[config.mk]
export PLATFORM = sky130hd
export DESIGN_NAME = query_param_extract_decode_core
export DESIGN_NICKNAME = d
export VERILOG_FILES = /design/src/design/qped_pkg.sv /design/src/design/query_param_extract_decode_core.sv /design/src/design/qped_classify.sv
export SDC_FILE = /design/constraint.sdc
export NUM_CORES = 1
export LEC_CHECK = 0
export ABC_AREA = 1
export BUFFER_PORTS_ARGS = -buffer_cell sky130_fd_sc_hd__buf_2
export CAP_MARGIN = 20
export CORE_ASPECT_RATIO = 2
export CORE_MARGIN = 2
export CORE_UTILIZATION = 30
export DETAILED_ROUTE_END_ITERATION = 10
export GPL_TIMING_DRIVEN = 0
export HOLD_SLACK_MARGIN = 0.1
export MAX_ROUTING_LAYER = met4
export PLACE_DENSITY = 0.56
export REMOVE_ABC_BUFFERS = 1
export SLEW_MARGIN = 20
export SYNTH_ARGS = -nofsm -noshare
export SYNTH_HDL_FRONTEND = slang
export SYNTH_HIERARCHICAL = 1
export SYNTH_SLANG_ARGS = --single-unit
[constraint.sdc]
create_clock -name clock -period 6 [get_ports clock]
set_input_delay 0.3 -clock clock [delete_from_list [all_inputs] [get_ports clock]]
set_output_delay 0.3 -clock clock [all_outputs]
set_load 0.005 [all_outputs]
[src/design/qped_pkg.sv]
`timescale 1ns / 1ps
// ----------------------------------------------------------------------------
// qped_pkg
// Types and constants shared by the query parameter extract/decode block.
// ----------------------------------------------------------------------------
package qped_pkg;

   // Input word: one query character and its end-of-string flag.
   typedef struct packed {
      logic [7:0] query_byte;
      logic       last_byte;
   } req_word_type;

   // Result word: an optional decoded byte and an optional final status.
   typedef struct packed {
      logic [7:0] data_byte;
      logic       data_valid;
      logic       done_res;
      logic [2:0] status;
      logic [8:0] value_length;
   } rsp_word_type;

   // Character classes of one query byte.
   typedef struct packed {
      logic       is_unreserved;
      logic       is_hex;
      logic [3:0] hex_value;
      logic       is_sep;
      logic       is_pct;
      logic       is_plus;
      logic       is_eq;
   } char_class_type;

   // Register indexes on the csr port.
   localparam logic [1:0] CSR_KEY_BYTES  = 2'd0;
   localparam logic [1:0] CSR_KEY_LENGTH = 2'd1;
   localparam logic [1:0] CSR_MAX_LENGTH = 2'd2;

   // Final status codes.
   localparam logic [2:0] ST_FOUND     = 3'd0;
   localparam logic [2:0] ST_NOT_FOUND = 3'd1;
   localparam logic [2:0] ST_RESERVED  = 3'd2;
   localparam logic [2:0] ST_NO_EQ     = 3'd3;
   localparam logic [2:0] ST_BAD_HEX   = 3'd4;
   localparam logic [2:0] ST_TRUNCATED = 3'd5;
   localparam logic [2:0] ST_OVERFLOW  = 3'd6;

   // Special characters.
   localparam logic [7:0] CH_PCT   = 8'h25;
   localparam logic [7:0] CH_PLUS  = 8'h2B;
   localparam logic [7:0] CH_AMP   = 8'h26;
   localparam logic [7:0] CH_SEMI  = 8'h3B;
   localparam logic [7:0] CH_EQ    = 8'h3D;
   localparam logic [7:0] CH_SPACE = 8'h20;
   localparam logic [7:0] CH_DASH  = 8'h2D;
   localparam logic [7:0] CH_UNDER = 8'h5F;
   localparam logic [7:0] CH_DOT   = 8'h2E;

   // Reset value of the length limit register.
   localparam logic [8:0] MAX_LENGTH_RESET = 9'd256;

endpackage

[src/design/query_param_extract_decode_core.sv]
`timescale 1ns / 1ps
// ----------------------------------------------------------------------------
// query_param_extract_decode_core
// Streams a URL query string one character per word, finds the parameter
// whose name equals the configured key and percent-decodes its value.
// ----------------------------------------------------------------------------
// Path: an accepted word waits in the input register, is decoded there
//   combinationally, and its result is loaded into the result register.
// Throughput: one word per cycle; a held word that makes a result waits while
//   a stalled result sits in the result register, and req_stall rises then.
// Reset: synchronous, active high; clears the scanner to the name phase and
//   the registers to key empty, key length 0, max length 256.
// ----------------------------------------------------------------------------
module query_param_extract_decode_core #(
   parameter int KEY_MAX    = 8,
   parameter int LENGTH_MAX = 256
) (
   input  logic                    clock,
   input  logic                    reset,
   // query character words
   input  logic                    req_valid,
   output logic                    req_stall,
   input  qped_pkg::req_word_type  req_word,
   // result words
   output logic                    rsp_valid,
   input  logic                    rsp_stall,
   output qped_pkg::rsp_word_type  rsp_word,
   // register writes
   input  logic                    csr_write,
   input  logic [1:0]              csr_index,
   input  logic [63:0]             csr_wdata
);
   import qped_pkg::*;

   // Scanner phases, one-hot.
   typedef enum logic [2:0] {
      PH_NAME  = 3'b001,
      PH_VALUE = 3'b010,
      PH_DRAIN = 3'b100
   } phase_type;

   // Escape progress inside a value.
   localparam logic [1:0] ESC_NONE   = 2'd0;
   localparam logic [1:0] ESC_FIRST  = 2'd1;
   localparam logic [1:0] ESC_SECOND = 2'd2;

   localparam int          KEY_W   = 8 * KEY_MAX;
   localparam logic [3:0]  KEY_CAP = 4'(KEY_MAX);
   // the length limit never exceeds what the 9-bit register can hold
   localparam logic [8:0]  LEN_CAP = (LENGTH_MAX > 511) ? 9'd511 : 9'(LENGTH_MAX);

   // ---------------------------------------------------------------------
   // Configuration registers
   // ---------------------------------------------------------------------
   logic [KEY_W-1:0] key_ff;
   logic [3:0]       key_len_ff;
   logic [8:0]       max_len_ff;

   always_ff @(posedge clock) begin
      if (reset) begin
         key_ff     <= '0;
         key_len_ff <= '0;
         max_len_ff <= MAX_LENGTH_RESET;
      end else if (csr_write) begin
         unique case (csr_index)
            CSR_KEY_BYTES:  key_ff     <= csr_wdata[KEY_W-1:0];
            CSR_KEY_LENGTH: key_len_ff <= csr_wdata[3:0];
            CSR_MAX_LENGTH: max_len_ff <= csr_wdata[8:0];
            default: ;
         endcase
      end
   end

   // Effective key length and length limit.
   logic [3:0] klen;
   logic [8:0] limit;

   always_comb begin
      klen  = (key_len_ff > KEY_CAP) ? KEY_CAP : key_len_ff;
      limit = (max_len_ff < LEN_CAP) ? max_len_ff : LEN_CAP;
   end

   // ---------------------------------------------------------------------
   // Input register: holds one word for the decode step
   // ---------------------------------------------------------------------
   logic         in_valid_ff;
   logic         in_valid_in;
   req_word_type in_word_ff;
   logic         req_take;
   logic         fire;

   assign req_stall = in_valid_ff && !fire;
   assign req_take  = req_valid && !req_stall;

   always_comb begin
      if (req_take) begin
         in_valid_in = 1'b1;
      end else if (fire) begin
         in_valid_in = 1'b0;
      end else begin
         in_valid_in = in_valid_ff;
      end
   end

   always_ff @(posedge clock) begin
      if (reset) begin
         in_valid_ff <= 1'b0;
      end else begin
         in_valid_ff <= in_valid_in;
      end
   end

   always_ff @(posedge clock) begin
      if (req_take) begin
         in_word_ff <= req_word;
      end
   end

   // ---------------------------------------------------------------------
   // Character classes of the held word
   // ---------------------------------------------------------------------
   char_class_type cls;

   qped_classify u_classify (
      .query_char (in_word_ff.query_byte),
      .char_class (cls)
   );

   // ---------------------------------------------------------------------
   // Scanner state
   // ---------------------------------------------------------------------
   phase_type  phase_ff,  phase_in;
   logic [3:0] pos_ff,    pos_in;     // key characters matched so far
   logic       lost_ff,   lost_in;    // name failed, or value skipped
   logic [1:0] esc_ff,    esc_in;
   logic [3:0] nib_ff,    nib_in;     // high hex digit of an escape
   logic       hexbad_ff, hexbad_in;  // first escape digit was not hex
   logic [8:0] count_ff,  count_in;   // decoded bytes of this value

   // Pick the key character at the current match position.
   logic [7:0] key_char;

   always_comb begin
      key_char = '0;
      for (int i = 0; i < KEY_MAX; i++) begin
         if (pos_ff == 4'(i)) begin
            key_char = key_ff[8*i +: 8];
         end
      end
   end

   // ---------------------------------------------------------------------
   // Decode step: one character against the scanner state
   // ---------------------------------------------------------------------
   logic       c_last;
   logic [7:0] c_byte;
   logic       name_hit;
   logic       match_ok;
   logic       clear_seg;
   logic       res_make;
   logic       res_data_valid;
   logic [7:0] res_byte;
   logic       res_done;
   logic [2:0] res_status;
   logic [8:0] res_length;

   always_comb begin
      c_last   = in_word_ff.last_byte;
      c_byte   = in_word_ff.query_byte;
      name_hit = !lost_ff && (pos_ff == klen);
      match_ok = !lost_ff && (pos_ff < klen) && (key_char == c_byte);

      phase_in       = phase_ff;
      pos_in         = pos_ff;
      lost_in        = lost_ff;
      esc_in         = esc_ff;
      nib_in         = nib_ff;
      hexbad_in      = hexbad_ff;
      count_in       = count_ff;
      clear_seg      = 1'b0;
      res_data_valid = 1'b0;
      res_byte       = '0;
      res_done       = 1'b0;
      res_status     = ST_FOUND;
      res_length     = '0;

      unique case (phase_ff)
         PH_NAME: begin
            if (cls.is_eq) begin
               // open the value: decode it only if the whole key matched
               pos_in    = '0;
               lost_in   = !name_hit;
               esc_in    = ESC_NONE;
               nib_in    = '0;
               hexbad_in = 1'b0;
               count_in  = '0;
               phase_in  = PH_VALUE;
               if (c_last) begin
                  res_done   = 1'b1;
                  res_status = name_hit ? ST_FOUND : ST_NOT_FOUND;
               end
            end else begin
               // compare first, then check for a reserved character
               if (match_ok) begin
                  pos_in = pos_ff + 4'd1;
               end else begin
                  lost_in = 1'b1;
               end
               if (!cls.is_unreserved) begin
                  res_done   = 1'b1;
                  res_status = ST_RESERVED;
               end else if (c_last) begin
                  res_done   = 1'b1;
                  res_status = ST_NO_EQ;
               end
            end
         end

         PH_VALUE: begin
            if (lost_ff) begin
               // skip a value that is not ours
               if (cls.is_sep) begin
                  clear_seg = 1'b1;
                  phase_in  = PH_NAME;
                  if (c_last) begin
                     // an empty segment follows with no '='
                     res_done   = 1'b1;
                     res_status = ST_NO_EQ;
                  end
               end else if (c_last) begin
                  res_done   = 1'b1;
                  res_status = ST_NOT_FOUND;
               end
            end else if (cls.is_sep) begin
               res_done   = 1'b1;
               res_status = (esc_ff != ESC_NONE) ? ST_TRUNCATED : ST_FOUND;
            end else begin
               case (esc_ff)
                  ESC_NONE: begin
                     if (count_ff >= limit) begin
                        res_done   = 1'b1;
                        res_status = ST_OVERFLOW;
                     end else if (cls.is_pct) begin
                        esc_in    = ESC_FIRST;
                        hexbad_in = 1'b0;
                        if (c_last) begin
                           res_done   = 1'b1;
                           res_status = ST_TRUNCATED;
                        end
                     end else begin
                        res_data_valid = 1'b1;
                        res_byte       = cls.is_plus ? CH_SPACE : c_byte;
                     end
                  end
                  ESC_FIRST: begin
                     if (cls.is_hex) begin
                        nib_in = cls.hex_value;
                     end else begin
                        hexbad_in = 1'b1;
                     end
                     esc_in = ESC_SECOND;
                     if (c_last) begin
                        res_done   = 1'b1;
                        res_status = ST_TRUNCATED;
                     end
                  end
                  default: begin
                     esc_in = ESC_NONE;
                     if (hexbad_ff || !cls.is_hex) begin
                        res_done   = 1'b1;
                        res_status = ST_BAD_HEX;
                     end else begin
                        res_data_valid = 1'b1;
                        res_byte       = {nib_ff, cls.hex_value};
                     end
                  end
               endcase
               if (res_data_valid) begin
                  count_in = count_ff + 9'd1;
                  if (c_last) begin
                     res_done   = 1'b1;
                     res_status = ST_FOUND;
                  end
               end
            end
         end

         PH_DRAIN: begin
            // drop the rest of a finished string
            if (c_last) begin
               clear_seg = 1'b1;
               phase_in  = PH_NAME;
            end
         end

         default: begin
            phase_in = PH_NAME;
         end
      endcase

      // length counts a byte emitted with the final status
      if (res_done && (res_status == ST_FOUND)) begin
         res_length = count_in;
      end

      if (clear_seg || res_done) begin
         pos_in    = '0;
         lost_in   = 1'b0;
         esc_in    = ESC_NONE;
         nib_in    = '0;
         hexbad_in = 1'b0;
         count_in  = '0;
      end
      if (res_done) begin
         phase_in = c_last ? PH_NAME : PH_DRAIN;
      end

      res_make = res_data_valid || res_done;
   end

   // Advance the held word unless its result would hit a stalled output.
   logic rsp_valid_ff;
   logic rsp_valid_in;

   assign fire = in_valid_ff && (!res_make || !rsp_valid_ff || !rsp_stall);

   always_ff @(posedge clock) begin
      if (reset) begin
         phase_ff  <= PH_NAME;
         pos_ff    <= '0;
         lost_ff   <= 1'b0;
         esc_ff    <= ESC_NONE;
         nib_ff    <= '0;
         hexbad_ff <= 1'b0;
         count_ff  <= '0;
      end else if (fire) begin
         phase_ff  <= phase_in;
         pos_ff    <= pos_in;
         lost_ff   <= lost_in;
         esc_ff    <= esc_in;
         nib_ff    <= nib_in;
         hexbad_ff <= hexbad_in;
         count_ff  <= count_in;
      end
   end

   // ---------------------------------------------------------------------
   // Result register
   // ---------------------------------------------------------------------
   rsp_word_type rsp_word_ff;
   rsp_word_type rsp_word_in;

   always_comb begin
      rsp_word_in.data_byte    = res_byte;
      rsp_word_in.data_valid   = res_data_valid;
      rsp_word_in.done_res     = res_done;
      rsp_word_in.status       = res_status;
      rsp_word_in.value_length = res_length;

      if (fire && res_make) begin
         rsp_valid_in = 1'b1;
      end else begin
         rsp_valid_in = rsp_valid_ff && rsp_stall;
      end
   end

   always_ff @(posedge clock) begin
      if (reset) begin
         rsp_valid_ff <= 1'b0;
      end else begin
         rsp_valid_ff <= rsp_valid_in;
      end
   end

   always_ff @(posedge clock) begin
      if (fire && res_make) begin
         rsp_word_ff <= rsp_word_in;
      end
   end

   assign rsp_valid = rsp_valid_ff;
   assign rsp_word  = rsp_word_ff;

   // ---------------------------------------------------------------------
   // Assertions
   // ---------------------------------------------------------------------
   a_result_lands: assert property (@(posedge clock) disable iff (reset)
      fire && res_make |=> rsp_valid_ff)
      else $error("result word not loaded into result register");

   a_escape_in_value: assert property (@(posedge clock) disable iff (reset)
      (esc_ff != ESC_NONE) |-> (phase_ff == PH_VALUE) && !lost_ff)
      else $error("escape in progress outside a decoded value");

   a_done_leaves_value: assert property (@(posedge clock) disable iff (reset)
      fire && res_done |=> (phase_ff != PH_VALUE) && (count_ff == 9'd0))
      else $error("final status did not close the segment");

   a_data_from_match: assert property (@(posedge clock) disable iff (reset)
      fire && res_data_valid |=> (count_ff != 9'd0) || rsp_word_ff.done_res)
      else $error("decoded byte emitted without being counted");

   a_pos_bounded: assert property (@(posedge clock) disable iff (reset)
      pos_ff <= KEY_CAP)
      else $error("match position beyond the key");

endmodule

[src/design/qped_classify.sv]
`timescale 1ns / 1ps
// ----------------------------------------------------------------------------
// qped_classify
// Classifies one query character: unreserved, hex digit and its value,
// separator, escape, plus and equals.
// ----------------------------------------------------------------------------
module qped_classify (
   input  logic [7:0]                query_char,
   output qped_pkg::char_class_type  char_class
);
   import qped_pkg::*;

   logic is_digit;
   logic is_upper;
   logic is_lower;
   logic is_hex_alpha;

   always_comb begin
      is_digit     = (query_char >= 8'h30) && (query_char <= 8'h39);
      is_upper     = (query_char >= 8'h41) && (query_char <= 8'h5A);
      is_lower     = (query_char >= 8'h61) && (query_char <= 8'h7A);
      is_hex_alpha = ((query_char >= 8'h41) && (query_char <= 8'h46)) ||
                     ((query_char >= 8'h61) && (query_char <= 8'h66));

      char_class.is_unreserved = is_digit || is_upper || is_lower ||
                                 (query_char == CH_DASH) ||
                                 (query_char == CH_UNDER) ||
                                 (query_char == CH_DOT);
      char_class.is_hex        = is_digit || is_hex_alpha;
      // letters A-F / a-f sit at low nibble 1..6: add nine to get 10..15
      char_class.hex_value     = is_digit ? query_char[3:0] : query_char[3:0] + 4'd9;
      char_class.is_sep        = (query_char == CH_AMP) || (query_char == CH_SEMI);
      char_class.is_pct        = (query_char == CH_PCT);
      char_class.is_plus       = (query_char == CH_PLUS);
      char_class.is_eq         = (query_char == CH_EQ);
   end

endmodule
# ---- Word-level counts from Yosys, hierarchy flattened
# Index checks and enable logic that the tools add are counted.
dict set report op_classes {
  reduce_logical 54
  bitwise 1
  magnitude_cmp 12
  eq_ne 37
  n_addsub 3
  mux 107
}
# operator count
set op_table {}
lappend op_table {{8-bit 2-to-1 mux} 12}
lappend op_table {{8-bit by 6-bit equality test with 1-bit output, second input constant} 7}
lappend op_table {{9-bit 2-to-1 mux} 6}
lappend op_table {{3-bit 2-to-1 mux} 17}
lappend op_table {{4-bit 2-to-1 mux} 12}
lappend op_table {{1-bit 2-to-1 mux} 38}
lappend op_table {{8-bit by 7-bit <= comparator with 1-bit output, second input constant} 4}
lappend op_table {{3-bit != test, second input constant} 8}
lappend op_table {{9-bit one-hot mux with 2 select lines} 1}
lappend op_table {{4-bit by 3-bit equality test with 1-bit output, second input constant} 4}
lappend op_table {{8-bit by 7-bit greater-or-equal comparator with 1-bit output, second input constant} 2}
lappend op_table {{2-bit 2-to-1 mux} 8}
lappend op_table {{8-bit one-hot mux with 2 select lines} 1}
lappend op_table {{1-bit logical AND} 14}
lappend op_table {{7-bit AND reduction} 2}
lappend op_table {{1-bit logical OR} 13}
lappend op_table {{4-bit != test, second input constant} 3}
lappend op_table {{1-bit one-hot mux with 2 select lines} 6}
lappend op_table {{3-bit one-hot mux with 2 select lines} 2}
lappend op_table {{9-bit by 1-bit adder with 9-bit output, second input constant} 1}
lappend op_table {{9-bit greater-or-equal comparator} 1}
lappend op_table {{9-bit less-than comparator, second input constant} 1}
lappend op_table {{3-bit one-hot mux with 3 select lines} 1}
lappend op_table {{9-bit AND reduction} 1}
lappend op_table {{31 further kinds} 49}
dict set report totals {
  elab_cells 233
  output_inout_bits 24
  input_bits 80
  reg_bits 134
}

# ---- Depth between registers and ports, before layout
dict set report logic_depth {
  word_depth 25
  ltp_mapped 22
  ltp_nobuf 22
}

# ---- By module
# The synthesis kept the hierarchy.
# module cells_each seq_area_each_um2 area_per_inst_um2 n_inst
set modules_own_cells {}
lappend modules_own_cells {query_param_extract_decode_core 977 2992.9 6939.2 1}
lappend modules_own_cells {qped_classify 97 0.0 511.7 1}

# ---- Worst setup path after synthesis
# No wires, ideal clock.
dict set report synth_timing {
  path_type {register to register}
  from {register in_word_ff, in the netlist c_byte[1]}
  to {register rsp_word_ff, in the netlist rsp_word[0] (enable)}
  synth_period_minus_slack_ns 3.325
  stages_incl_launch_ff 20
  path_slack_ns 2.675
  setup_time_ns 0.377
  required_time_ns 5.623
  n_path_buf 1
  arrival_time_ns 2.948
  path_cell_list {edfxtp_1 -> inv_1 -> ha_1 -> inv_1 -> nand2_1 -> o21ai_2 -> nor2_4 -> inv_2 -> nand3_1 -> inv_1 -> nor3_4 -> o21bai_2 -> nand2_2 -> inv_1 -> nand2_1 -> nand3_2 -> a21oi_2 -> buf_2 -> nand2_1 -> inv_1}
}
# element line
set synth_rtl {}
lappend synth_rtl {{start: declaration} query_param_extract_decode_core.sv:88} ;# req_word_type in_word_ff;
lappend synth_rtl {{start signal: assignment} query_param_extract_decode_core.sv:115} ;# in_word_ff <= req_word;
lappend synth_rtl {{end signal: assignment} query_param_extract_decode_core.sv:377} ;# rsp_word_ff <= rsp_word_in;
lappend synth_rtl {{end: declaration} query_param_extract_decode_core.sv:350} ;# rsp_word_type rsp_word_ff;

==> metrics.sh <==
CELL_CHOSEN_FOR_THE_CLOCK_ROOT='sky130_fd_sc_hd__clkbuf_16'
CLKLATENCYLATEPIN_NS=0.43
SYNTH.CELL_AREA_UM2=7450
REL_SLEW_SLACK_PCT=20.3
MAXIMUM_IR_DROP_ON_THE_VDD_RAIL_uV=208
FIRST_PASS_GRT_WIRE_LENGTH_MM=33.9
ROUTEDWLPERCELL_UM=13.6
CRITICAL_PATH.SLOWEST_CELL='sky130_fd_sc_hd__inv_1'
SETUP.WORST_PATH.START_CLASS='register'
MOST_COMMON_CELL_IN_THE_NETLIST='sky130_fd_sc_hd__nand2_1'
POST_SYNTH_MAIN_AREA_CONTRIBUTORS='sky130_fd_sc_hd__dfxtp_1 28%, sky130_fd_sc_hd__edfxtp_1 12%, sky130_fd_sc_hd__nand2_1 10%, sky130_fd_sc_hd__nor2_1 9.8%, sky130_fd_sc_hd__o21ai_0 8.4%'
CRITICAL_PATH.MOST_COMMON_CELL='sky130_fd_sc_hd__inv_1'
VIA_COUNT=7170
CRIT_TYPE='register to register'
DRT_DRC_VIOLATIONS_LEFT=0
CLOCK_TREE.BUFFER_DEPTH=2
MAXCAPVIOLCOUNT=0
SETUP-VIOLATIONS-FINAL=0
PLACEDINSTANCEAREA_UM2=8290
CTS.SINK_COUNT=134
SETUP_BUFS_POST_CTS=0
YS_SEQ_ELEMENTS=134
SYNTH_CELL_TYPE_COUNT=43
CRITICAL_PATH_REQUIRED_NS=6.05
NUM-NETS-FINAL=1311
YOSYS-MUX-AREA-FRACTION_PCT=0
MAIN_COMBINATIONAL_CELL_FAMILY_BY_AREA_AFTER_SYNTHESIS='simple AND/OR/NAND/NOR gates'
FLOW.AREA_GROWTH_FROM_SYNTHESIS_PCT=24.3
DIE_W_UM=115
FP.COREAREA_UM2=24400
PLACE.GP.CONGESTION=0.887
ANTENNA_FOUND_INITIAL=0
CP-END-KIND='register'
CPLARGESTDELAYFAMILY='buffers and inverters'
DR.PASS1.ITERS=7
FINISH.INSTANCE_AREA_UM2=9260
NUM_ROWS=81
UTILIZATION_PCT=37.9
TOTAL_SWITCHING_POWER_W=0.000691
PATH_DEPTH=18
SYNTH_ENABLE_FLOP_CELLS=31
CELL_INTERNAL_POWER_W=0.00169
CRIT_ARRIVAL_NS=4.33
SYNTHESIS.AREA_PER_INSTANCE_UM2=6.94
DIE-HEIGHT_UM=227
INITIAL_UTILIZATION_PCT=30.5
DRT_ITER0_DRC=295
TOP_LEVEL_PORTS=104
POWER.SHARE.COMBINATIONAL_PCT=15.9
FINAL.SETUP.WORST_SLACK_NS=1.72
SYNTH_TOP_CELL_AREA_SHARE_PCT=27.7
POWER.STATIC_LEAKAGE_nW=4.05
YOSYS.AREA_SHARE.XOR_XNOR_PCT=0.470
SYNTH_COMPOUND_GATE_AREA_SHARE_PCT=15.5
R2R_END='rsp_word[5]'
SHARE_OF_SYNTHESIZED_REGISTERS_CARRYING_AN_ASYNC_SET_OR_RESET_PCT=0
N_FILL_CELL=2616
REGTOREGSETUPSLACK_NS=1.72
IO_BUFFER_COUNT=103
SYNTH_ADDER_AREA_SHARE_PCT=3.69
TRITONCTS='yes'
FINAL_PERIOD_MINUS_WORST_SETUP_SLACK_NS=4.28
SYNTH_SIMPLE_GATE_AREA_SHARE_PCT=31.5
ROUTED_WIRELENGTH_MM=21.2
POSTSYNTHCELLCOUNT=1074
CTS-BUFFERS-INSERTED=17
MAX_FREQ_GHz=0.234
PRE_CTS_SLACK_NS=1.67
CRITICAL_PATH.STARTPOINT='c_byte[1]'
GRT_START_MAX_NET_PINS=84
SYNTH_WARNINGS=6
REPORT.FINAL.HOLD_VIOL_COUNT=0
VIA_COUNT_OF_THE_FIRST_GLOBAL_ROUTING_PASS=6932
CLK_PIN_SLEW_WORST_PATHS_NS=0.06
LAYOUT_WORST_PATH_CYCLE_SHARE_PCT=71.3
POWER_FRAC_SEQ_PCT=42.8
WORST_PATH_CELL_CHAIN='inv_1 -> ha_1 -> inv_1 -> nand2_1 -> o21ai_2 -> nor2_4 -> inv_2 -> nand3_1 -> inv_1 -> nor3_4 -> o21bai_2 -> nand2_2 -> inv_1 -> nand2_1 -> nand3_2 -> a21oi_2 -> nand2_1 -> inv_1'
DETAILED_ROUTE_WIRELENGTH_ON_METAL3_UM=519
SYNTH_COMMON_CELLS='206 x sky130_fd_sc_hd__nand2_1, 194 x sky130_fd_sc_hd__nor2_1, 125 x sky130_fd_sc_hd__o21ai_0'
CRIT-REG2REG-LAUNCH='c_byte[1]'
OUTCOME='finished, final reports clean'
POWER.SHARE.CLOCK_PCT=41.3
TOTAL_DIE_AREA_UM2=26200
TIMING_WORST_SLEW_PIN_VALUE_NS=1.19
DRTANTENNAVIOLNETS=0
WORSTHOLDPATHTYPE='input port to register'
ROUTE.TOP_LAYER_USED='met4'
POSTSYNTH.TOPFLOPCELL='sky130_fd_sc_hd__dfxtp_1'
POST-LAYOUT-TOTAL-POWER_W=0.00238
TIMING.CRITICAL_PATH.BUF_INV=6
HTREE_NUM_LEVELS=4
MAXSLEWVIOLCOUNT=0
FINAL_LAYOUT_SIZE_SUFFIX_GT1_SHARE_PCT=15.5
DR_WL_MET2_MM=11.9
SYNTH_LARGEST_AREA_CELL='sky130_fd_sc_hd__dfxtp_1'
SEQUENTIAL_CELL_AREA_FRACTION_IN_THE_YOSYS_REPORT_PCT=40.2
SLOWEST_DELAY_NS=0.66
ROUTE.DETAILED.VIAS_PER_INST=4.61
P_PER_AREA_nW_PER_UM2=257
FIN_SKEW_NS=0.0107
ROUTEDLENGTHMET1_MM=7.88
GLOBAL_ROUTE.OVERFLOW_TOTAL=0
POWER_SWITCHING_SHARE_PCT=29.0
PATH_MAX_FANOUT=22
WORST-R2R-CELL-COUNT=18
GRT_SETUP_UNREPAIRED='no'
POST-DP-HPWL_MM=16.0
ANTENNA_DIODE_COUNT=0
TIMING.CRITICAL_PATH.TO='rsp_word[5]'
AGGREGATE_GLOBAL_ROUTE_RESOURCE_USAGE_PCT=17.2
-- layout make-up --
cell class                      instances  area [µm²]  area share (%)
Clock inverter                         10        67.6           0.730
Multi-Input combinational cell        775        3820            41.3
Clock buffer                           22         485            5.24
Tap cell                              332         415            4.49
Timing Repair Buffer                  149         978            10.6
Inverter                              132         499            5.39
Sequential cell                       134        2990            32.3
-- power groups by stage --
stage	combinational [W]	clock (W)	sequential [W]
4_1_cts	0.000382	0.00101	0.00102
5_1_grt	0.000430	0.00105	0.00103
6_report	0.000380	0.000982	0.00102
2_1_floorplan	0.000237	0	0.00103
3_5_place_dp	0.000359	0	0.00104
3_3_place_gp	0.000355	0	0.00104
-- worst reg2reg max path: stages, from the launching register on --
cell and delay, ns:
sky130_fd_sc_hd__edfxtp_1 0.55, sky130_fd_sc_hd__inv_1 0.16, sky130_fd_sc_hd__ha_1 0.20, sky130_fd_sc_hd__inv_1 0.17
sky130_fd_sc_hd__nand2_1 0.09, sky130_fd_sc_hd__o21ai_2 0.17, sky130_fd_sc_hd__nor2_4 0.06, sky130_fd_sc_hd__inv_2 0.13
sky130_fd_sc_hd__nand3_1 0.10, sky130_fd_sc_hd__inv_1 0.16, sky130_fd_sc_hd__nor3_4 0.10, sky130_fd_sc_hd__o21bai_2 0.25
sky130_fd_sc_hd__nand2_2 0.12, sky130_fd_sc_hd__inv_1 0.08, sky130_fd_sc_hd__nand2_1 0.10, sky130_fd_sc_hd__nand3_2 0.12
sky130_fd_sc_hd__a21oi_2 0.52, sky130_fd_sc_hd__nand2_1 0.14, sky130_fd_sc_hd__inv_1 0.66
-- layer usage --
layer	GRT usage (%)	vias to the layer above
met5	-	-
met4	8.90	0
met3	3.15	42
met2	32.5	132
met1	16.1	3224
li1	-	3772
-- registers in the layout, summed over array words and instances, names as in the netlist, 4 cells and up --
register / flops
key_ff: 64
rsp_word: 22
count_ff: 9
max_len_ff: 9
c_byte: 8
key_len_ff: 4
nib_ff: 4
pos_ff: 4
-- through the flow --
step / TNS [ns] / cells / hold slack (ns)
6_report: 0 / 1554 / 0.118
5_1_grt: 0 / 1554 / 0.112
4_1_cts: 0 / 1554 / 0.104
3_5_place_dp: 0 / 1480 / 0.440
3_3_place_gp: -83.50 / 1476 / 0.436
2_1_floorplan: 0 / 1041 / 0.362
-- timing repair --
action                                 in CTS  in global routing
gates resized for setup                     0                  0
hold buffers                               42                  0
endpoints found under the hold margin      43                  0
-- placed cells by master, fill, tap and decap left out, types with 4 or more instances in the layout --
master and instances:
sky130_fd_sc_hd__nand4_1 21, sky130_fd_sc_hd__inv_1 120, sky130_fd_sc_hd__o211ai_1 4, sky130_fd_sc_hd__nand3_1 58
sky130_fd_sc_hd__xor2_1 4, sky130_fd_sc_hd__clkbuf_16 18, sky130_fd_sc_hd__buf_2 103, sky130_fd_sc_hd__nor2_2 5
sky130_fd_sc_hd__dlygate4sd3_1 42, sky130_fd_sc_hd__clkinv_2 5, sky130_fd_sc_hd__inv_2 7, sky130_fd_sc_hd__o21ai_0 125
sky130_fd_sc_hd__edfxtp_1 31, sky130_fd_sc_hd__nor3_2 6, sky130_fd_sc_hd__dfxtp_1 103, sky130_fd_sc_hd__o21ai_2 5
sky130_fd_sc_hd__nand3b_1 4, sky130_fd_sc_hd__nand2_2 9, sky130_fd_sc_hd__nor2_4 5, sky130_fd_sc_hd__nand2_1 206
sky130_fd_sc_hd__a21oi_1 67, sky130_fd_sc_hd__nor2_1 194, sky130_fd_sc_hd__nor3_1 11, sky130_fd_sc_hd__ha_1 22
-- worst min-delay path by stage --
stage / start / to / slack, ns / cells past startpoint
5_1_grt: csr_wdata[40] / key_ff[40] / 0.11 / 3
2_1_floorplan: reset / pos_ff[3] / 0.36 / 1
3_3_place_gp: key_ff[55] / key_ff[55] / 0.44 / 2
3_5_place_dp: key_ff[55] / key_ff[55] / 0.44 / 2
4_1_cts: csr_wdata[16] / key_ff[16] / 0.10 / 3
6_report: csr_wdata[40] / key_ff[40] / 0.12 / 3
-- cell families after synthesis --
| kind of cell | Yosys count |
|---|---|
| simple gates | 533 |
| buf+inv | 165 |
| compound gates | 216 |
| flops | 134 |
| fa+ha+maj | 22 |
| xor+xnor | 4 |
Note: power is estimated with default switching activity, not from simulation.
